## src/hdl/json_string_unescape_top_assert.svh

```systemverilog
// Assertion macros used by the unescaper top level.
`ifndef JSON_STRING_UNESCAPE_TOP_ASSERT_SVH
`define JSON_STRING_UNESCAPE_TOP_ASSERT_SVH

// The condition must never hold while out of reset.
`define JSU_ASSERT_NEVER(lbl, ck, rn, cond, msg) \
  lbl: assert property (@(posedge ck) disable iff (!(rn)) !(cond)) else $error(msg);

// The antecedent implies the consequent in the same cycle.
`define JSU_ASSERT_IMPLY(lbl, ck, rn, ante, cons, msg) \
  lbl: assert property (@(posedge ck) disable iff (!(rn)) (ante) |-> (cons)) else $error(msg);

// The antecedent implies the consequent in the following cycle.
`define JSU_ASSERT_NEXT(lbl, ck, rn, ante, cons, msg) \
  lbl: assert property (@(posedge ck) disable iff (!(rn)) (ante) |=> (cons)) else $error(msg);

`endif

```

## src/hdl/jsu_pkg.sv

```systemverilog
// Shared types, constants and helper functions of the JSON string unescaper.
`timescale 1ns / 1ps
`default_nettype none

package jsu_pkg;

  localparam int unsigned MAX_OUT    = 512;
  localparam int unsigned LEN_W      = 10;
  localparam int unsigned FIFO_DEPTH = 4;
  localparam int unsigned FIFO_AW    = $clog2(FIFO_DEPTH);
  localparam int unsigned FIFO_CW    = $clog2(FIFO_DEPTH + 1);

  localparam logic [LEN_W-1:0] MAX_LEN = LEN_W'(MAX_OUT);

  typedef enum logic [1:0] {
    MODE_IDLE,
    MODE_STR,
    MODE_ESC,
    MODE_HEX
  } mode_t;

  localparam logic [1:0] KIND_DATA  = 2'd0;
  localparam logic [1:0] KIND_QUOTE = 2'd1;
  localparam logic [1:0] KIND_NUL   = 2'd2;

  localparam logic [7:0] CH_NUL    = 8'h00;
  localparam logic [7:0] CH_QUOTE  = 8'h22;
  localparam logic [7:0] CH_BSLASH = 8'h5C;
  localparam logic [7:0] CH_U      = 8'h75;

  // One request of up to three results, as queued between front and back.
  typedef struct packed {
    logic [1:0]                  kind;
    logic [1:0]                  cnt;
    logic [2:0][7:0]             data;
    logic [2:0][LEN_W-1:0]       len;
  } entry_t;

  typedef struct packed {
    logic               full;
    logic               empty;
    logic [FIFO_CW-1:0] count;
  } fifo_stat_t;

  function automatic logic [3:0] hex_value(input logic [7:0] c);
    logic [3:0] v;
    v = 4'd0;
    if (c >= 8'h30 && c <= 8'h39) v = 4'(c - 8'h30);
    else if (c >= 8'h61 && c <= 8'h66) v = 4'(c - 8'h57);
    else if (c >= 8'h41 && c <= 8'h46) v = 4'(c - 8'h37);
    return v;
  endfunction

  function automatic logic [LEN_W-1:0] sat_inc(input logic [LEN_W-1:0] v);
    return (v < MAX_LEN) ? v + LEN_W'(1) : v;
  endfunction

  function automatic logic [7:0] esc_map(input logic [7:0] c);
    logic [7:0] v;
    v = c;
    case (c)
      8'h6E:   v = 8'h0A;
      8'h74:   v = 8'h09;
      8'h72:   v = 8'h0D;
      8'h62:   v = 8'h08;
      8'h66:   v = 8'h0C;
      default: v = c;
    endcase
    return v;
  endfunction

endpackage

`default_nettype wire

```

## src/hdl/json_string_unescape_top.sv

```systemverilog
// Top level of the streaming JSON string unescaper.
//   channel | direction | ports
//   in      | request   | in_valid, in_stall, in_byte
//   out     | result    | out_valid, out_stall, out_kind, out_data_byte, out_length, out_last
// One input byte is taken per cycle while the request queue has room.
// Each byte yields zero to three results; the output register sends one per cycle while out_stall is low,
// so a three-byte UTF-8 sequence holds the back end until all three bytes have gone out.
// The four-entry request queue absorbs those bursts; in_stall rises only when it is full.
// Reset is synchronous and active low and returns the block to waiting for a quote.
`timescale 1ns / 1ps
`default_nettype none
`include "json_string_unescape_top_assert.svh"

module json_string_unescape_top import jsu_pkg::*; (
  input  wire logic              clk,
  input  wire logic              rst_n,
  input  wire logic              in_valid,
  output logic                   in_stall,
  input  wire logic [7:0]        in_byte,
  output logic                   out_valid,
  input  wire logic              out_stall,
  output logic [1:0]             out_kind,
  output logic [7:0]             out_data_byte,
  output logic [LEN_W-1:0]       out_length,
  output logic                   out_last
);

  logic       fire, push, pop;
  entry_t     ent, head;
  fifo_stat_t stat;

  assign in_stall = stat.full;
  assign fire     = in_valid && !in_stall;

  jsu_front u_front (
    .clk     (clk),
    .rst_n   (rst_n),
    .fire    (fire),
    .in_byte (in_byte),
    .push    (push),
    .ent     (ent)
  );

  jsu_fifo u_fifo (
    .clk    (clk),
    .rst_n  (rst_n),
    .push   (push && fire),
    .wr_ent (ent),
    .pop    (pop),
    .head   (head),
    .stat   (stat)
  );

  jsu_back u_back (
    .clk           (clk),
    .rst_n         (rst_n),
    .head          (head),
    .stat          (stat),
    .pop           (pop),
    .out_valid     (out_valid),
    .out_stall     (out_stall),
    .out_kind      (out_kind),
    .out_data_byte (out_data_byte),
    .out_length    (out_length),
    .out_last      (out_last)
  );

  `JSU_ASSERT_NEVER(a_no_overflow, clk, rst_n, push && fire && stat.full && !pop, "queue overflow")
  `JSU_ASSERT_NEVER(a_no_underflow, clk, rst_n, pop && stat.empty, "queue underflow")
  `JSU_ASSERT_IMPLY(a_len_sat, clk, rst_n, out_valid, out_length <= MAX_LEN, "length above limit")
  `JSU_ASSERT_IMPLY(a_end_form, clk, rst_n, out_valid && out_kind != KIND_DATA,
                    out_last && out_data_byte == 8'h00, "malformed end result")
  `JSU_ASSERT_NEXT(a_pop_count, clk, rst_n, pop && !(push && fire),
                   stat.count == $past(stat.count) - FIFO_CW'(1), "queue count slip")

endmodule

`default_nettype wire

```

## src/hdl/jsu_front.sv

```systemverilog
// Front end: string state machine that turns the input bytes that yield results into result requests.
`timescale 1ns / 1ps
`default_nettype none

module jsu_front import jsu_pkg::*; (
  input  wire logic       clk,
  input  wire logic       rst_n,
  input  wire logic       fire,
  input  wire logic [7:0] in_byte,
  output logic            push,
  output entry_t          ent
);

  mode_t             mode_r, mode_nxt;
  logic [1:0]        hex_cnt_r, hex_cnt_nxt;
  logic [15:0]       cp_r, cp_nxt;
  logic [LEN_W-1:0]  bc_r, bc_nxt;

  logic [15:0]       cp_sh;
  logic [LEN_W-1:0]  len1, len2, len3;

  assign cp_sh = {cp_r[11:0], hex_value(in_byte)};
  assign len1  = sat_inc(bc_r);
  assign len2  = sat_inc(len1);
  assign len3  = sat_inc(len2);

  always_ff @(posedge clk) begin
    if (!rst_n) begin
      mode_r    <= MODE_IDLE;
      hex_cnt_r <= 2'd0;
      cp_r      <= 16'd0;
      bc_r      <= '0;
    end else if (fire) begin
      mode_r    <= mode_nxt;
      hex_cnt_r <= hex_cnt_nxt;
      cp_r      <= cp_nxt;
      bc_r      <= bc_nxt;
    end
  end

  always_comb begin
    mode_nxt = mode_r;
    unique case (mode_r)
      MODE_IDLE: begin
        if (in_byte == CH_QUOTE) mode_nxt = MODE_STR;
      end
      MODE_STR: begin
        if (in_byte == CH_NUL || in_byte == CH_QUOTE) mode_nxt = MODE_IDLE;
        else if (in_byte == CH_BSLASH) mode_nxt = MODE_ESC;
      end
      MODE_ESC: begin
        if (in_byte == CH_NUL) mode_nxt = MODE_IDLE;
        else if (in_byte == CH_U) mode_nxt = MODE_HEX;
        else mode_nxt = MODE_STR;
      end
      MODE_HEX: begin
        if (in_byte == CH_NUL) mode_nxt = MODE_IDLE;
        else if (hex_cnt_r == 2'd3) mode_nxt = MODE_STR;
      end
      default: mode_nxt = MODE_IDLE;
    endcase
  end

  always_comb begin
    ent         = '0;
    push        = 1'b0;
    hex_cnt_nxt = hex_cnt_r;
    cp_nxt      = cp_r;
    bc_nxt      = bc_r;
    unique case (mode_r)
      MODE_IDLE: begin
        if (in_byte == CH_QUOTE) begin
          bc_nxt      = '0;
          hex_cnt_nxt = 2'd0;
          cp_nxt      = 16'd0;
        end
      end
      MODE_STR: begin
        if (in_byte == CH_NUL || in_byte == CH_QUOTE) begin
          push        = 1'b1;
          ent.kind    = (in_byte == CH_NUL) ? KIND_NUL : KIND_QUOTE;
          ent.cnt     = 2'd1;
          ent.len[0]  = bc_r;
          hex_cnt_nxt = 2'd0;
          cp_nxt      = 16'd0;
        end else if (in_byte != CH_BSLASH) begin
          push        = 1'b1;
          ent.kind    = KIND_DATA;
          ent.cnt     = 2'd1;
          ent.data[0] = in_byte;
          ent.len[0]  = len1;
          bc_nxt      = len1;
        end
      end
      MODE_ESC: begin
        if (in_byte == CH_NUL) begin
          push        = 1'b1;
          ent.kind    = KIND_NUL;
          ent.cnt     = 2'd1;
          ent.len[0]  = bc_r;
          hex_cnt_nxt = 2'd0;
          cp_nxt      = 16'd0;
        end else if (in_byte == CH_U) begin
          hex_cnt_nxt = 2'd0;
          cp_nxt      = 16'd0;
        end else begin
          push        = 1'b1;
          ent.kind    = KIND_DATA;
          ent.cnt     = 2'd1;
          ent.data[0] = esc_map(in_byte);
          ent.len[0]  = len1;
          bc_nxt      = len1;
        end
      end
      MODE_HEX: begin
        if (in_byte == CH_NUL) begin
          push        = 1'b1;
          ent.kind    = KIND_NUL;
          ent.cnt     = 2'd1;
          ent.len[0]  = bc_r;
          hex_cnt_nxt = 2'd0;
          cp_nxt      = 16'd0;
        end else if (hex_cnt_r == 2'd3) begin
          push        = 1'b1;
          ent.kind    = KIND_DATA;
          hex_cnt_nxt = 2'd0;
          cp_nxt      = 16'd0;
          ent.len[0]  = len1;
          ent.len[1]  = len2;
          ent.len[2]  = len3;
          if (cp_sh < 16'h0080) begin
            ent.cnt     = 2'd1;
            ent.data[0] = cp_sh[7:0];
            bc_nxt      = len1;
          end else if (cp_sh < 16'h0800) begin
            ent.cnt     = 2'd2;
            ent.data[0] = {3'b110, cp_sh[10:6]};
            ent.data[1] = {2'b10, cp_sh[5:0]};
            bc_nxt      = len2;
          end else begin
            ent.cnt     = 2'd3;
            ent.data[0] = {4'b1110, cp_sh[15:12]};
            ent.data[1] = {2'b10, cp_sh[11:6]};
            ent.data[2] = {2'b10, cp_sh[5:0]};
            bc_nxt      = len3;
          end
        end else begin
          cp_nxt      = cp_sh;
          hex_cnt_nxt = hex_cnt_r + 2'd1;
        end
      end
      default: begin
        push = 1'b0;
      end
    endcase
  end

endmodule

`default_nettype wire

```

## src/hdl/jsu_fifo.sv

```systemverilog
// Short request queue between the front end and the output sequencer.
`timescale 1ns / 1ps
`default_nettype none

module jsu_fifo import jsu_pkg::*; (
  input  wire logic   clk,
  input  wire logic   rst_n,
  input  wire logic   push,
  input  wire entry_t wr_ent,
  input  wire logic   pop,
  output entry_t      head,
  output fifo_stat_t  stat
);

  entry_t               mem_r [FIFO_DEPTH];
  logic [FIFO_AW-1:0]   wr_ptr_r, rd_ptr_r;
  logic [FIFO_CW-1:0]   count_r, count_nxt;

  always_comb begin
    count_nxt = count_r;
    if (push && !pop) count_nxt = count_r + FIFO_CW'(1);
    else if (pop && !push) count_nxt = count_r - FIFO_CW'(1);
  end

  always_ff @(posedge clk) begin
    if (!rst_n) begin
      wr_ptr_r <= '0;
      rd_ptr_r <= '0;
      count_r  <= '0;
    end else begin
      if (push) wr_ptr_r <= wr_ptr_r + FIFO_AW'(1);
      if (pop) rd_ptr_r <= rd_ptr_r + FIFO_AW'(1);
      count_r <= count_nxt;
    end
  end

  always_ff @(posedge clk) begin
    if (push) mem_r[wr_ptr_r] <= wr_ent;
  end

  assign head       = mem_r[rd_ptr_r];
  assign stat.count = count_r;
  assign stat.full  = (count_r == FIFO_CW'(FIFO_DEPTH));
  assign stat.empty = (count_r == '0);

endmodule

`default_nettype wire

```

## src/hdl/jsu_back.sv

```systemverilog
// Back end: walks the results of each queued request into the output register.
`timescale 1ns / 1ps
`default_nettype none

module jsu_back import jsu_pkg::*; (
  input  wire logic              clk,
  input  wire logic              rst_n,
  input  wire entry_t            head,
  input  wire fifo_stat_t        stat,
  output logic                   pop,
  output logic                   out_valid,
  input  wire logic              out_stall,
  output logic [1:0]             out_kind,
  output logic [7:0]             out_data_byte,
  output logic [LEN_W-1:0]       out_length,
  output logic                   out_last
);

  logic              valid_r;
  logic [1:0]        slot_r;
  logic [1:0]        kind_r;
  logic [7:0]        data_r;
  logic [LEN_W-1:0]  len_r;
  logic              last_r;
  logic              adv, last_slot;

  // The output register is refilled whenever the queue holds a request and the register is empty or being taken.
  assign adv       = !stat.empty && (!valid_r || !out_stall);
  assign last_slot = (slot_r == head.cnt - 2'd1);
  assign pop       = adv && last_slot;

  always_ff @(posedge clk) begin
    if (!rst_n) begin
      valid_r <= 1'b0;
      slot_r  <= 2'd0;
    end else begin
      if (adv) valid_r <= 1'b1;
      else if (!out_stall) valid_r <= 1'b0;
      if (adv) slot_r <= last_slot ? 2'd0 : slot_r + 2'd1;
    end
  end

  always_ff @(posedge clk) begin
    if (adv) begin
      kind_r <= head.kind;
      data_r <= head.data[slot_r];
      len_r  <= head.len[slot_r];
      last_r <= last_slot;
    end
  end

  assign out_valid     = valid_r;
  assign out_kind      = kind_r;
  assign out_data_byte = data_r;
  assign out_length    = len_r;
  assign out_last      = last_r;

endmodule

`default_nettype wire

```

## config.mk

```make
export PLATFORM = sky130hd
export DESIGN_NAME = json_string_unescape_top
export DESIGN_NICKNAME = d
export VERILOG_FILES = /design/src/hdl/jsu_pkg.sv /design/src/hdl/json_string_unescape_top.sv /design/src/hdl/jsu_front.sv /design/src/hdl/jsu_fifo.sv /design/src/hdl/jsu_back.sv
export VERILOG_INCLUDE_DIRS = /design/src /design/src/hdl
export SDC_FILE = /design/constraint.sdc
export NUM_CORES = 1
export LEC_CHECK = 0
export ABC_CLOCK_PERIOD_IN_PS = 12600
export BUFFER_PORTS_ARGS = -buffer_cell sky130_fd_sc_hd__buf_2
export CORE_MARGIN = 3
export CORE_UTILIZATION = 40
export CTS_CLUSTER_SIZE = 12
export DETAILED_ROUTE_END_ITERATION = 8
export PLACE_DENSITY = 0.51
export SLEW_MARGIN = 20
export SYNTH_ARGS = -nofsm -noshare
export SYNTH_HDL_FRONTEND = slang
export SYNTH_SLANG_ARGS = --single-unit
```

## constraint.sdc

```tcl
create_clock -name clk -period 12.6 [get_ports clk]
set_input_delay 1.89 -clock clk [delete_from_list [all_inputs] [get_ports clk]]
set_output_delay 1.89 -clock clk [all_outputs]
set_load 0.02 [all_outputs]
```

==> insert_results.sql <==
INSERT INTO impl_metrics (metric_group, metric, value, unit) VALUES
('status', 'outcome', 'complete, no violations', ''),
('cts', 'cts_repair_resize_count', '0', ''),
('cells_and_area', 'final_layout_size_suffix_gt1_frac', '0.170', ''),
('setup_path', 'critical_path_peak_fanout', '10', ''),
('global_route', 'gr_overflow_total', '0', ''),
('cts', 'cts.htree.levels', '1', ''),
('synth', 'yosys_warnings', '0', ''),
('setup_path', 'required', '13.06', 'ns'),
('run', 'maxCapViolCount', '0', ''),
('pwr', 'powerDensity', '128', 'nW/um2'),
('cts', 'clock_tree_from_tritoncts', 'yes', ''),
('placement', 'gp_congestion', '0.881', ''),
('setup_path', 'timing.critical_path.to_type', 'flop', ''),
('cts', 'hold_buffers', '0', ''),
('setup_path', 'timing.reg2reg.worst_path_depth', '8', ''),
('placement', 'dpl.hpwl', '19.3', 'mm'),
('die', 'fp.dieArea', '34700', 'um2'),
('synth', 'net_count_synth', '966', ''),
('synth', 'async_flop_share', '0', ''),
('sta', 'setup-violations-final', '0', ''),
('sta', 'grt_setup_unrepaired', 'false', ''),
('sta', 'slew_violations', '0', ''),
('cts', 'cts_sinks', '283', ''),
('setup_path', 'reg2reg_slack', '8.54', 'ns'),
('routing', 'postRouteWirelength', '30.9', 'mm'),
('synth', 'synth.mux.area_fraction', '0.119', ''),
('die', 'placement_rows', '65', ''),
('die', 'floorplan.core_area', '31800', 'um2'),
('synth', 'mappedNetlistArea', '13000', 'um2'),
('cells_and_area', 'antenna_cells', '0', ''),
('synth', 'post_synth_and_or_nand_nor_area_fraction', '0.106', ''),
('setup_path', 'critical_path.reg2reg.startpoint', 'u_front.bc_r[0]', ''),
('hold_path', 'hold_class', 'flop to flop', ''),
('routing', 'route.vias.total', '7885', ''),
('sta', 'tightestPinTransition', '1.16', 'ns'),
('cts', 'post_cts_setup_buffers', '0', ''),
('synth', 'post_synth_xor_area_fraction', '0.0223', ''),
('die', 'dieWidth', '186', 'um'),
('cells_and_area', 'post_layout_cell_count', '1422', ''),
('placement', 'placed_cells', '1366', ''),
('sta', 'report.final.hold_viol_count', '0', ''),
('cts', 'clk_transition_reported_paths', '0.06', 'ns'),
('cells_and_area', 'postLayoutCoreUtil', '0.458', ''),
('pwr', 'power.static_leakage', '4.86', 'nW'),
('placement', 'placement.io_buffers', '34', ''),
('setup_path', 'path_class', 'primary input to flop', ''),
('sta', 'final.period_utilization', '0.385', ''),
('cells_and_area', 'layout.cells.most_common_list', '245 x sky130_fd_sc_hd__edfxtp_1, 82 x sky130_fd_sc_hd__nor2_1, 56 x sky130_fd_sc_hd__mux4_2', ''),
('global_route', 'grt_util_all_layers', '0.182', ''),
('cells_and_area', 'final_common_cell', 'sky130_fd_sc_hd__edfxtp_1', ''),
('routing', 'drt_iter0_drc', '646', ''),
('synth', 'yosys.area_share.adder', '0.0170', ''),
('synth', 'postSynthAreaPerCell', '13.9', 'um2'),
('setup_path', 'critical_path.endpoint', 'u_fifo.count_r[2]', ''),
('synth', 'synth_top_family_by_area', 'multiplexers', ''),
('routing', 'routed_wire_length_per_instance', '21.7', 'um'),
('routing', 'drt_drc_violations_left', '0', ''),
('die', 'fp.dieH', '186', 'um'),
('cts', 'ctsLongestPathBuffers', '3', ''),
('global_route', 'maximum_number_of_pins_on_one_net_before_global_route_repair', '57', ''),
('sta', 'skew', '0.00832', 'ns'),
('sta', 'final.hold.worst_slack', '0.461', 'ns'),
('sta', 'fin_setup_tns', '0', 'ns'),
('synth', 'post_synth_inst_count', '937', ''),
('cts', 'cts-buffers-inserted', '31', ''),
('global_route', 'grt_pass1_vias', '7958', ''),
('sta', 'clock.fmax', '206', 'MHz'),
('routing', 'routed_via_density', '5.55', ''),
('cts', 'insertion_delay', '0.55', 'ns'),
('die', 'initial_core_util', '0.408', ''),
('routing', 'first_pass_iters', '5', '');
-- per-stage QoR --
step | area, um2 | setup WS, ns | total power [mW]
global placement | 13600 | 7.31 | 1.04
finish | 14600 | 7.75 | 1.86
detailed placement | 13600 | 7.22 | 1.04
CTS | 14600 | 7.78 | 1.88
global route | 14600 | 7.48 | 1.92
floorplan | 13000 | 7.16 | 1.03
-- cell families (layout without fill, tap and decap cells) --
kind of cell	Yosys count	count (layout)
DFF	283	283
muxes	84	84
AOI/OAI and AO/OA	165	165
and+or+nand+nor	267	267
xor gates and xnor gates	33	33
buffers and inverters	88	138
adders and majority gates	17	17
-- synthesized netlist by cell type (4+ instances only) --
cell | instances | area (um2)
sky130_fd_sc_hd__nand4_1 | 4 | 25.0
sky130_fd_sc_hd__a21oi_1 | 51 | 255
sky130_fd_sc_hd__nor4_1 | 7 | 43.8
sky130_fd_sc_hd__clkbuf_1 | 39 | 146
sky130_fd_sc_hd__xnor2_1 | 22 | 193
sky130_fd_sc_hd__xor2_1 | 11 | 96.3
sky130_fd_sc_hd__a31oi_1 | 7 | 43.8
sky130_fd_sc_hd__mux4_2 | 56 | 1260
sky130_fd_sc_hd__nor2b_1 | 5 | 31.3
sky130_fd_sc_hd__nor3b_1 | 6 | 45.0
sky130_fd_sc_hd__o21bai_1 | 5 | 37.5
sky130_fd_sc_hd__a21o_1 | 8 | 60.1
sky130_fd_sc_hd__edfxtp_1 | 245 | 7360
sky130_fd_sc_hd__and3_1 | 9 | 56.3
sky130_fd_sc_hd__o31ai_1 | 8 | 60.1
sky130_fd_sc_hd__nor3_1 | 24 | 120
sky130_fd_sc_hd__or4_1 | 4 | 30.0
sky130_fd_sc_hd__o22ai_1 | 19 | 119
sky130_fd_sc_hd__a22oi_1 | 7 | 52.6
sky130_fd_sc_hd__inv_1 | 32 | 120
sky130_fd_sc_hd__and2_1 | 12 | 75.1
sky130_fd_sc_hd__or2_2 | 4 | 25.0
sky130_fd_sc_hd__nand3_1 | 27 | 135
sky130_fd_sc_hd__o21ai_0 | 19 | 95.1
sky130_fd_sc_hd__nand2_1 | 42 | 158
sky130_fd_sc_hd__mux2i_1 | 28 | 280
sky130_fd_sc_hd__nand2b_1 | 17 | 106
sky130_fd_sc_hd__or3_1 | 4 | 25.0
sky130_fd_sc_hd__ha_1 | 16 | 200
sky130_fd_sc_hd__buf_1 | 11 | 41.3
sky130_fd_sc_hd__dfxtp_1 | 38 | 761
sky130_fd_sc_hd__o211ai_1 | 4 | 30.0
sky130_fd_sc_hd__nor2_1 | 82 | 308
-- worst max-delay path, stage by stage --
cell                       delay, ns
sky130_fd_sc_hd__buf_2          0.16
sky130_fd_sc_hd__or4_4          0.57
sky130_fd_sc_hd__nor3_1         0.53
sky130_fd_sc_hd__or3_1          0.31
sky130_fd_sc_hd__nand2_1        0.13
sky130_fd_sc_hd__a211oi_4       0.40
sky130_fd_sc_hd__ha_1           0.26
sky130_fd_sc_hd__inv_1          0.06
sky130_fd_sc_hd__fa_1           0.37
sky130_fd_sc_hd__xor2_1         0.17
sky130_fd_sc_hd__or3_1          0.31
sky130_fd_sc_hd__a21oi_1        0.14
-- layout make-up --
type / instances / area (um2)
clock inverter: 12 / 95.1
timing repair buffer: 49 / 283
tap: 435 / 544
fill: 2869 / 17200
multi-input combinational: 566 / 4540
clock buffer: 44 / 845
inverter: 33 / 124
sequential: 283 / 8120
-- registers in the layout (all words and copies together) (netlist names), named ones only --
name                  cells
u_fifo.wr_ptr_r           2
u_back.out_valid          1
u_front.mode_r            2
u_front.hex_cnt_r         2
u_fifo.mem_r            224
u_back.out_last           1
u_front.cp_r             12
u_fifo.count_r            3
u_front.bc_r             10
u_fifo.rd_ptr_r           2
u_back.out_length        10
u_back.slot_r             2
u_back.out_data_byte      8
u_back.out_kind           2
-- how the worst min path moves through the flow --
stage                    startpoint              endpoint  depth (start not counted)
6_report       u_front.hex_cnt_r[1]  u_front.hex_cnt_r[1]                          2
5_1_grt        u_front.hex_cnt_r[1]  u_front.hex_cnt_r[1]                          2
4_1_cts        u_front.hex_cnt_r[1]  u_front.hex_cnt_r[1]                          2
3_5_place_dp   u_front.hex_cnt_r[1]  u_front.hex_cnt_r[1]                          2
3_3_place_gp   u_front.hex_cnt_r[1]  u_front.hex_cnt_r[1]                          2
2_1_floorplan  u_front.hex_cnt_r[1]  u_front.hex_cnt_r[1]                          2
-- power by group --
group          switching, mW  total [mW]  internal (mW)
Sequential         0.0000234        1.00           1.00
Combinational         0.0114      0.0165        0.00508
Clock                  0.353       0.838          0.485
-- routing by layer --
metal  wire, um  vias up  track usage
li1           -     3667            -
met2      13900      186        0.283
met4        472        0       0.0352
met3       1410       34       0.0239
met5          0        -            0
met1      15100     3998        0.277
Power figures use the tool's default switching activity.
